`src/sv/rwcd_pkg.sv`:
```
// shared constants and types of the range window curb detector
package rwcd_pkg;

  localparam int NEIGHBORS = 3;
  localparam int COLUMNS   = 1800;
  localparam int WIN_LEN   = 2 * NEIGHBORS + 1;
  localparam int DIFF_CNT  = WIN_LEN - 1;

  localparam int RANGE_W = 16;
  localparam int RATIO_W = 10;
  localparam int COL_W   = 11;
  localparam int CNT_W   = $clog2(COLUMNS + 1);
  localparam int EXT_W   = (CNT_W > COL_W) ? CNT_W : COL_W;
  localparam int PROD_W  = RANGE_W + RATIO_W;

  localparam logic [PROD_W-1:0] PERMILLE = PROD_W'(1000);

  localparam logic [CNT_W-1:0] COLUMNS_C   = CNT_W'(COLUMNS);
  localparam logic [CNT_W-1:0] FIRST_JUDGE = CNT_W'(2 * NEIGHBORS);
  localparam logic [CNT_W-1:0] LAST_COL    = CNT_W'(COLUMNS - 1);
  localparam logic [EXT_W-1:0] NEIGH_EXT   = EXT_W'(NEIGHBORS);
  localparam logic [COL_W-1:0] END_CENTRE  = COL_W'(COLUMNS - 1 - NEIGHBORS);

  localparam int CFG_IDX_W = 2;
  localparam logic [CFG_IDX_W-1:0] REG_RANGE_LIMIT    = 2'd0;
  localparam logic [CFG_IDX_W-1:0] REG_INVALID_RANGE  = 2'd1;
  localparam logic [CFG_IDX_W-1:0] REG_RATIO_PERMILLE = 2'd2;

  localparam logic [RANGE_W-1:0] RANGE_LIMIT_RST    = 16'd5120;
  localparam logic [RANGE_W-1:0] INVALID_RANGE_RST  = 16'd0;
  localparam logic [RATIO_W-1:0] RATIO_PERMILLE_RST = 10'd30;

  typedef logic [RANGE_W-1:0] sample_t;

  typedef struct packed {
    logic inv;
    logic eq;
    logic gt;
  } cell_flags_t;

  typedef struct packed {
    logic [RANGE_W-1:0] max_centre;
    logic [RANGE_W-1:0] invalid_range;
    logic [RATIO_W-1:0] ratio_permille;
  } cfg_t;

endpackage

```
`src/sv/rwcd_cell.sv`:
```
// one window cell: holds a sample, shifts from its neighbor, flags it
module rwcd_cell (
  input  logic                  clk,
  input  logic                  rst_n,
  input  logic                  shift_en,
  input  rwcd_pkg::sample_t     d_in,
  input  rwcd_pkg::sample_t     invalid_range,
  output rwcd_pkg::sample_t     sample,
  output rwcd_pkg::cell_flags_t flags
);

  rwcd_pkg::sample_t sample_r;

  always_ff @(posedge clk) begin
    if (!rst_n) begin
      sample_r <= '0;
    end else if (shift_en) begin
      sample_r <= d_in;
    end
  end

  // d_in is the right neighbor's sample (the new input in the last cell), so compare against it
  always_comb begin
    flags.inv = (sample_r == invalid_range);
    flags.eq  = (sample_r == d_in);
    flags.gt  = (sample_r > d_in);
  end

  assign sample = sample_r;

endmodule

```
`src/sv/rwcd_judge.sv`:
```
// window judgment: range limit, invalid marker, monotonic run, ratio test
module rwcd_judge (
  input  rwcd_pkg::sample_t     win   [rwcd_pkg::WIN_LEN],
  input  rwcd_pkg::cell_flags_t flags [rwcd_pkg::WIN_LEN],
  input  rwcd_pkg::cfg_t        cfg,
  output logic                  obstacle
);

  logic                          any_inv;
  logic                          any_eq;
  logic                          all_gt;
  logic                          none_gt;
  logic                          in_limit;
  logic [rwcd_pkg::RANGE_W-1:0]  span;
  logic [rwcd_pkg::PROD_W-1:0]   span_scaled;
  logic [rwcd_pkg::PROD_W-1:0]   need;
  rwcd_pkg::sample_t             centre;
  rwcd_pkg::sample_t             first;
  rwcd_pkg::sample_t             last;

  always_comb begin
    any_inv = 1'b0;
    any_eq  = 1'b0;
    all_gt  = 1'b1;
    none_gt = 1'b1;
    for (int i = 0; i < rwcd_pkg::WIN_LEN; i++) begin
      any_inv = any_inv | flags[i].inv;
    end
    for (int i = 0; i < rwcd_pkg::DIFF_CNT; i++) begin
      any_eq  = any_eq | flags[i].eq;
      all_gt  = all_gt & flags[i].gt;
      none_gt = none_gt & ~flags[i].gt;
    end
  end

  assign centre   = win[rwcd_pkg::NEIGHBORS];
  assign first    = win[0];
  assign last     = win[rwcd_pkg::WIN_LEN-1];
  assign in_limit = (centre <= cfg.max_centre);
  assign span     = (first > last) ? (first - last) : (last - first);

  assign span_scaled = rwcd_pkg::PROD_W'(span) * rwcd_pkg::PERMILLE;
  assign need        = rwcd_pkg::PROD_W'(cfg.ratio_permille) * rwcd_pkg::PROD_W'(centre);

  assign obstacle = in_limit && !any_inv && !any_eq && (all_gt || none_gt) &&
                    (span_scaled >= need);

endmodule

```
`src/sv/range_window_curb_detector.sv`:
```
// top level of the range window curb detector
//
// in_*  : one range sample per request, column 0 first. in_tdata[15:0] is the
//         range (unsigned Q8.8 m), in_tuser[0] marks column 0 of a new row.
// out_* : one judgment per centre column NEIGHBORS .. COLUMNS-NEIGHBORS-1.
//         out_tdata[10:0] column, out_tuser[0] obstacle, out_tlast last
//         judged column of the row. Other input requests give no result.
// cfg_* : register writes (0 range limit, 1 invalid marker, 2 ratio per
//         mille), always ready. The user writes them only while no request
//         is in flight; the block itself does not enforce this.
// Throughput is one request per cycle when not stalled; the window cells shift
// once per accepted request. The request that completes a window loads the
// cells and column counter, then the output register takes the judgment from
// the cells. Reset clears the window, the column count and all valid flags,
// and loads the register defaults. A stalled out_tready holds the output
// register and drops in_tready, so nothing is lost while the receiver waits.
module range_window_curb_detector (
  input  logic                            clk,
  input  logic                            rst_n,
  input  logic                            in_tvalid,
  output logic                            in_tready,
  input  logic [15:0]                     in_tdata,   // range
  input  logic [0:0]                      in_tuser,   // row_start
  output logic                            out_tvalid,
  input  logic                            out_tready,
  output logic [15:0]                     out_tdata,  // column, zero pad
  output logic [0:0]                      out_tuser,  // obstacle
  output logic                            out_tlast,  // row_end
  input  logic                            cfg_valid,
  output logic                            cfg_ready,
  input  logic [rwcd_pkg::CFG_IDX_W-1:0]  cfg_index,
  input  logic [15:0]                     cfg_data
);

  rwcd_pkg::cfg_t                cfg_r;
  rwcd_pkg::sample_t             win   [rwcd_pkg::WIN_LEN];
  rwcd_pkg::cell_flags_t         flags [rwcd_pkg::WIN_LEN];

  logic                          advance;
  logic                          in_acc;
  logic [rwcd_pkg::CNT_W-1:0]    cnt_r;
  logic [rwcd_pkg::CNT_W-1:0]    cnt_nxt;
  logic [rwcd_pkg::CNT_W-1:0]    col_now;
  logic [rwcd_pkg::EXT_W-1:0]    centre_ext;
  logic                          has_result;
  logic                          s1_vld_r;
  logic [rwcd_pkg::COL_W-1:0]    s1_col_r;
  logic                          s1_end_r;
  logic                          obstacle;
  logic                          out_vld_r;
  logic [rwcd_pkg::COL_W-1:0]    out_col_r;
  logic                          out_obs_r;
  logic                          out_end_r;

  // config registers
  assign cfg_ready = 1'b1;

  always_ff @(posedge clk) begin
    if (!rst_n) begin
      cfg_r.max_centre     <= rwcd_pkg::RANGE_LIMIT_RST;
      cfg_r.invalid_range  <= rwcd_pkg::INVALID_RANGE_RST;
      cfg_r.ratio_permille <= rwcd_pkg::RATIO_PERMILLE_RST;
    end else if (cfg_valid) begin
      unique case (cfg_index)
        rwcd_pkg::REG_RANGE_LIMIT:    cfg_r.max_centre     <= cfg_data;
        rwcd_pkg::REG_INVALID_RANGE:  cfg_r.invalid_range  <= cfg_data;
        rwcd_pkg::REG_RATIO_PERMILLE: cfg_r.ratio_permille <= cfg_data[rwcd_pkg::RATIO_W-1:0];
        default: begin
        end
      endcase
    end
  end

  // handshake
  assign advance   = !out_vld_r || out_tready;
  assign in_tready = advance;
  assign in_acc    = in_tvalid && in_tready;

  // column counter
  assign col_now    = in_tuser[0] ? '0 : cnt_r;
  assign cnt_nxt    = (col_now < rwcd_pkg::COLUMNS_C) ? col_now + 1'b1 : col_now;
  assign has_result = (col_now < rwcd_pkg::COLUMNS_C) && (col_now >= rwcd_pkg::FIRST_JUDGE);
  assign centre_ext = rwcd_pkg::EXT_W'(col_now) - rwcd_pkg::NEIGH_EXT;

  always_ff @(posedge clk) begin
    if (!rst_n) begin
      cnt_r <= '0;
    end else if (in_acc) begin
      cnt_r <= cnt_nxt;
    end
  end

  // window chain, cell WIN_LEN-1 takes the new sample
  for (genvar g = 0; g < rwcd_pkg::WIN_LEN; g++) begin : g_cell
    if (g == rwcd_pkg::WIN_LEN - 1) begin : g_tail
      rwcd_cell u_cell (
        .clk           (clk),
        .rst_n         (rst_n),
        .shift_en      (in_acc),
        .d_in          (in_tdata),
        .invalid_range (cfg_r.invalid_range),
        .sample        (win[g]),
        .flags         (flags[g])
      );
    end else begin : g_body
      rwcd_cell u_cell (
        .clk           (clk),
        .rst_n         (rst_n),
        .shift_en      (in_acc),
        .d_in          (win[g+1]),
        .invalid_range (cfg_r.invalid_range),
        .sample        (win[g]),
        .flags         (flags[g])
      );
    end
  end

  // stage one: request metadata alongside the window
  always_ff @(posedge clk) begin
    if (!rst_n) begin
      s1_vld_r <= 1'b0;
    end else if (advance) begin
      s1_vld_r <= in_acc && has_result;
    end
  end

  always_ff @(posedge clk) begin
    if (in_acc) begin
      s1_col_r <= centre_ext[rwcd_pkg::COL_W-1:0];
      s1_end_r <= (col_now == rwcd_pkg::LAST_COL);
    end
  end

  rwcd_judge u_judge (
    .win      (win),
    .flags    (flags),
    .cfg      (cfg_r),
    .obstacle (obstacle)
  );

  // output register
  always_ff @(posedge clk) begin
    if (!rst_n) begin
      out_vld_r <= 1'b0;
    end else if (advance) begin
      out_vld_r <= s1_vld_r;
    end
  end

  always_ff @(posedge clk) begin
    if (advance) begin
      out_col_r <= s1_col_r;
      out_obs_r <= obstacle;
      out_end_r <= s1_end_r;
    end
  end

  assign out_tvalid   = out_vld_r;
  assign out_tdata    = {{(16 - rwcd_pkg::COL_W){1'b0}}, out_col_r};
  assign out_tuser[0] = out_obs_r;
  assign out_tlast    = out_end_r;

endmodule

```
`config.mk`:
```
export PLATFORM = sky130hd
export DESIGN_NAME = range_window_curb_detector
export DESIGN_NICKNAME = d
export VERILOG_FILES = /design/src/sv/rwcd_pkg.sv /design/src/sv/rwcd_cell.sv /design/src/sv/rwcd_judge.sv /design/src/sv/range_window_curb_detector.sv
export SDC_FILE = /design/constraint.sdc
export NUM_CORES = 1
export LEC_CHECK = 0
export BUFFER_PORTS_ARGS = -buffer_cell sky130_fd_sc_hd__buf_2
export CORE_MARGIN = 3
export CORE_UTILIZATION = 46
export CTS_BUF_LIST = sky130_fd_sc_hd__clkbuf_16
export DETAILED_ROUTE_END_ITERATION = 7
export GPL_ROUTABILITY_DRIVEN = 0
export GPL_TIMING_DRIVEN = 0
export RECOVER_POWER = 25
export SKIP_LAST_GASP = 1
export SLEW_MARGIN = 20
export SYNTH_ARGS = -nofsm -noshare
export SYNTH_HDL_FRONTEND = slang
export SYNTH_HIERARCHICAL = 1
export SYNTH_SLANG_ARGS = --single-unit
```
`constraint.sdc`:
```
create_clock -name clk -period 9.2 [get_ports clk]
set_input_delay 0.46 -clock clk [delete_from_list [all_inputs] [get_ports clk]]
set_output_delay 0.46 -clock clk [all_outputs]
set_load 0.01 [all_outputs]
```
[Word-level counts from Yosys, hierarchy flattened]
Index checks and enable logic that the tools add are counted.
Word-level totals
  register bits: 192
  input port bits: 40
Cells by class
  add/subtract/negate cells: 4
  $mul: 2
  order comparisons: 11
  eq/ne operators: 16
  muxes and demuxes: 3
  bitwise gates (word level): 27
  reduce and logical (&&, ||, !) cells: 16
Operators by type and width (number)
  $eq 16x16->1: 13
  $gt 16x16->1: 7
  $sub 16x16->16: 2
  $ge 26x26->1: 1
  $mul 10x16->26: 1
  $mul 16x7->23 const B: 1
  $mux 11: 2
  $le 16x16->1: 1
  $mux 16: 1
  $add 11x1->11 const B: 1
  $eq 11x11->1 const B: 1
  $ge 11x3->1 const B: 1
  $lt 11x11->1 const B: 1
  $or 1x1->1: 11
  $sub 11x2->11 const B: 1
  $and 1x1->1: 10
  $logic_and 1x1->1: 7
  $not 1->1: 6
  $reduce_and 2->1: 3
  $logic_not 1->1: 3
  $eq 2x1->1 const B: 1
  $eq 2x2->1 const B: 1
  $logic_not 2->1: 1
  $logic_or 1x1->1: 2

[Logic depth before layout (Yosys ltp)]
  depth in word-level cells: 12
  depth in mapped cells: 36

[Cells and area by module]
The synthesis kept the hierarchy.
Modules (own cells, without submodules)
  rwcd_judge: instances 1, cells each 1229, area an instance 10333.7 um^2, seq. area each 0.0 um^2
  rwcd_cell: instances 7, cells each 128, area an instance 1191.1 um^2, seq. area each 320.3 um^2
  range_window_curb_detector: instances 1, cells each 352, area an instance 3331.9 um^2, seq. area each 1851.8 um^2

[Worst setup path after synthesis]
OpenSTA, ideal clock, no wires.
  kind: register to register
  start: register g_cell[6].g_tail.u_cell.sample_r[13]
  end: register out_obs_r (netlist: out_tuser), data pin
  library setup time: 258 ps
  arrival: 7707 ps
  path slack: 1235 ps
  stages on the path, launching flop included: 34
  buffers on the path: 2
  cells stage by stage: dfxtp_1 inv_1 ha_1 buf_6 nand4_4 or4_4 a41oi_2 o21ai_2 buf_6 a311oi_1 a31o_2 xor2_1 inv_1 ha_1 inv_1 fa_1 fa_1 fa_1 inv_1 ha_1 a21o_1 or3_1 o21ai_0 o21ai_0 o21ai_0 a21oi_1 xor2_1 ha_1 nor2b_1 o21ai_0 nand2b_1 a41oi_1 a211oi_1 o221a_2
On the way
  cells in the longest elaborated chain, start to end: 7
  elaborated cells on any way between the ends: 21
  those cells by class: add/sub (2); mul (1); order compare (3); eq/ne (2); mux (1); bitwise (5); reduce/logical (7)
RTL lines
  start: declaration: line rwcd_cell.sv:12  | rwcd_pkg::sample_t sample_r;
  start signal: assignment: line rwcd_cell.sv:18  | sample_r <= d_in;
  branches (longest 6 deep; another with $ge 26x26->1)
  $logic_and 1x1->1 (*): line rwcd_judge.sv:45  | assign obstacle = in_limit && !any_inv && !any_eq && (all_gt || none_gt) &&
  net obstacle: line range_window_curb_detector.sv:49  | logic obstacle;
  end signal: assignment: line range_window_curb_detector.sv:153  | out_obs_r <= obstacle;
  end: declaration: line range_window_curb_detector.sv:52  | logic out_obs_r;
Mark *: on every way through the listed nets, which the timed path passes.
A chain may end at the register's enable or synchronous reset.

[Worst setup path in the final report]
  start: register g_cell[6].g_tail.u_cell.sample_r[7]
  end: register out_obs_r (netlist: out_tuser), data pin
The elaborated chain is that of the path after synthesis.

==> flow_summary.toml <==
[critical_path]
critical-path-top-cell-by-count = "sky130_fd_sc_hd__fa_1"
cp.arrival_ns = 9.06
slowest_delay_ns = 0.53
end_kind = "flip-flop"
criticalPathCategory = "reg -> reg"
timing.critical_path.from_type = "flip-flop"
cpMaxStageDelayCell = "sky130_fd_sc_hd__fa_1"
crit_required_ns = 9.40
cp_max_fanout = 10

[sta]
unrepaired_setup_endpoints_after_global_routing = "false"
setup_viol = 0
fin_crit_ns = 8.86
finalMaxSlewViolations = 52
worst_slew_margin_rel_pct = -39.9
final_worst_path_period_share_pct = 96.3
timing_worst_slew_pin_value_ns = 2.10
timing.fmax_ghz = 0.113
hold_violations = 0
timing.final.ws_setup_ns = 0.344
fin_skew_ns = 0.0113

[synthesis]
synth_area_per_cell_um2 = 8.91
synthesis.yosys.warnings = 6
postSynthCellCount = 2421
mappedNetlistArea_um2 = 21600

[power_and_ir_drop]
cellInternalPower_mw = 3.57
power.share.switching_pct = 48.6
power-per-cell-area_nw_per_um2 = 299
finalPower_mw = 6.94
power.static_leakage_nw = 10.5
comb_power_share_pct = 76.9
netSwitchingPower_mw = 3.37
p_clk_share_pct = 10.0
vdd.ir_drop.worst_uv = 590
seqPwrFrac_pct = 13.1

[detailed_routing]
route.detailed.vias_per_inst = 5.48
initial_drc_count = 1174
route.final.wire_length_mm = 56.8
remaining_routing_drc_violations = 0
detail_route.wl_per_cell_um = 18.3
detail-route-antenna-nets = 0
drt_pass1_iterations = 5
dr_total_vias = 17000

[global_routing]
grt_antenna_before_repair = 0
first_pass_grt_wire_length_mm = 91.8
track_usage_pct = 23.0
gr_overflow_total = 0
grt_start_max_net_pins = 52
number_of_global_route_vias_before_repair = 17300

[floorplanning]
boundaryPins = 61
initial_core_util_pct = 47.0
floorplan.rows = 78
core_area_um2 = 45900
floorplan.die.height_um = 223
die_area_um2 = 49500
die_width_um = 223

[status]
violations = "capacitance limit, slew limit"
run_status = "complete, but fails checks"

[clock_tree]
cts_tree = "built"
cts_sinks = 192
clkLatencyLatePin_ns = 0.46
cts.root.buffer_cell = "sky130_fd_sc_hd__clkbuf_16"
tritoncts.num_buffers = 17
clkSlewWorstSetupHoldPaths_ns = 0.07
cts_hold_buf = 0
ctsLongestPathBuffers = 2
h-tree-depth = 4

[final_layout]
nets_final = 2979
insertedDiodeCount = 0
final_cell_area_um2 = 23200
layout-drive-gt1-share_pct = 7.21
area_delta_synth_final_pct = 7.46
utilization_pct = 50.6

[placement]
pre_cts_slack_ns = -0.162
post-dp-hpwl_mm = 44.7
dpl-instance-area_um2 = 22600
buffers_on_ports = 53

[run]
drv.max_cap_violation_count = 1

[hold_path]
hold_path.class = "in -> reg"
==> power groups by stage <==
| stage | Combinational, mW | Clock (mW) | Sequential (mW) |
|---|---|---|---|
| finish | 5.34 | 0.693 | 0.908 |
| global placement | 5.14 | 0 | 0.927 |
| global route | 6.21 | 0.742 | 0.910 |
| detailed placement | 5.23 | 0 | 0.927 |
| floorplan | 4.15 | 0 | 0.905 |
| CTS | 5.34 | 0.714 | 0.907 |
==> repair_timing <==
item | in CTS | in global routing
setup endpoints to repair | 1 | 1
pin swaps | 0 | 0
resized for setup | 4 | 12
buffers inserted | 0 | 0
==> cell usage in the layout, fill, tap and decap left out, types with 57 or more instances in the layout <==
cell type,instances
sky130_fd_sc_hd__a21oi_1,133
sky130_fd_sc_hd__and2_1,78
sky130_fd_sc_hd__clkbuf_1,66
sky130_fd_sc_hd__dfxtp_1,163
sky130_fd_sc_hd__fa_1,163
sky130_fd_sc_hd__ha_1,279
sky130_fd_sc_hd__inv_1,331
sky130_fd_sc_hd__mux2i_1,116
sky130_fd_sc_hd__nand2_1,233
sky130_fd_sc_hd__nor2_1,57
sky130_fd_sc_hd__nor2b_1,136
sky130_fd_sc_hd__o21ai_0,61
sky130_fd_sc_hd__xnor2_1,147
==> layer usage <==
metal  GRT usage, %  wire (um)  vias up
met1           31.1      25900     8362
li1               -          -     8234
met3           2.47       2040       72
met5              0          0        -
met4           5.60       1090        0
met2           39.6      27800      363
==> final cells by class <==
cell class	instances	area (um^2)
fillers	4382	22700
multi-input cells	1809	15900
flip-flops and latches	192	4100
inverters	332	1250
well taps	600	751
plain buffers	92	453
clock buffers	17	425
repair buffers	53	246
clock inverters	15	111
==> final timing paths <==
path	startpoint	end	slack [ns]	depth (start not counted)
min reg2reg	s1_col_r[6]$_DFFE_PP_	out_col_r[6]$_DFFE_PN_	0.42	0
max	g_cell[6].g_tail.u_cell/sample[7]$_SDFFE_PN0P_	out_tuser$_DFFE_PN_	0.34	32
max reg2reg	g_cell[6].g_tail.u_cell/sample[7]$_SDFFE_PN0P_	out_tuser$_DFFE_PN_	0.34	32
min	cfg_data[12]	cfg_r[38]$_SDFFE_PN1P_	0.24	3
==> critical path, delay by kind of cell (launching register included) <==
kind | cells | cell delay (ns)
simple gates | 6 | 1.13
xor+xnor | 1 | 0.16
compound gates | 11 | 2.53
fa+ha+maj | 7 | 2.97
mux | 1 | 0.44
buf+inv | 6 | 0.86
flops | 1 | 0.49
==> sequential cells by signal, indices dropped and copies added, names as in the netlist <==
name	count
cnt_r	11
s1_end_r	1
s1_col_r	11
s1_vld_r	1
out_tuser	1
g_cell.g_tail.u_cell/sample	16
out_col_r	11
g_cell.g_body.u_cell/sample	96
out_tlast	1
cfg_r	42
out_tvalid	1
==> per-stage QoR <==
step	setup TNS, ns	hold WS [ns]	std cells
after floorplan	0	0.400	2425
after global placement	-0.145	0.405	3078
after detailed placement	-0.162	0.405	3078
after CTS	0	0.223	3110
after global routing	0	0.239	3110
final	0	0.243	3110
Power figures use the tool's default switching activity.
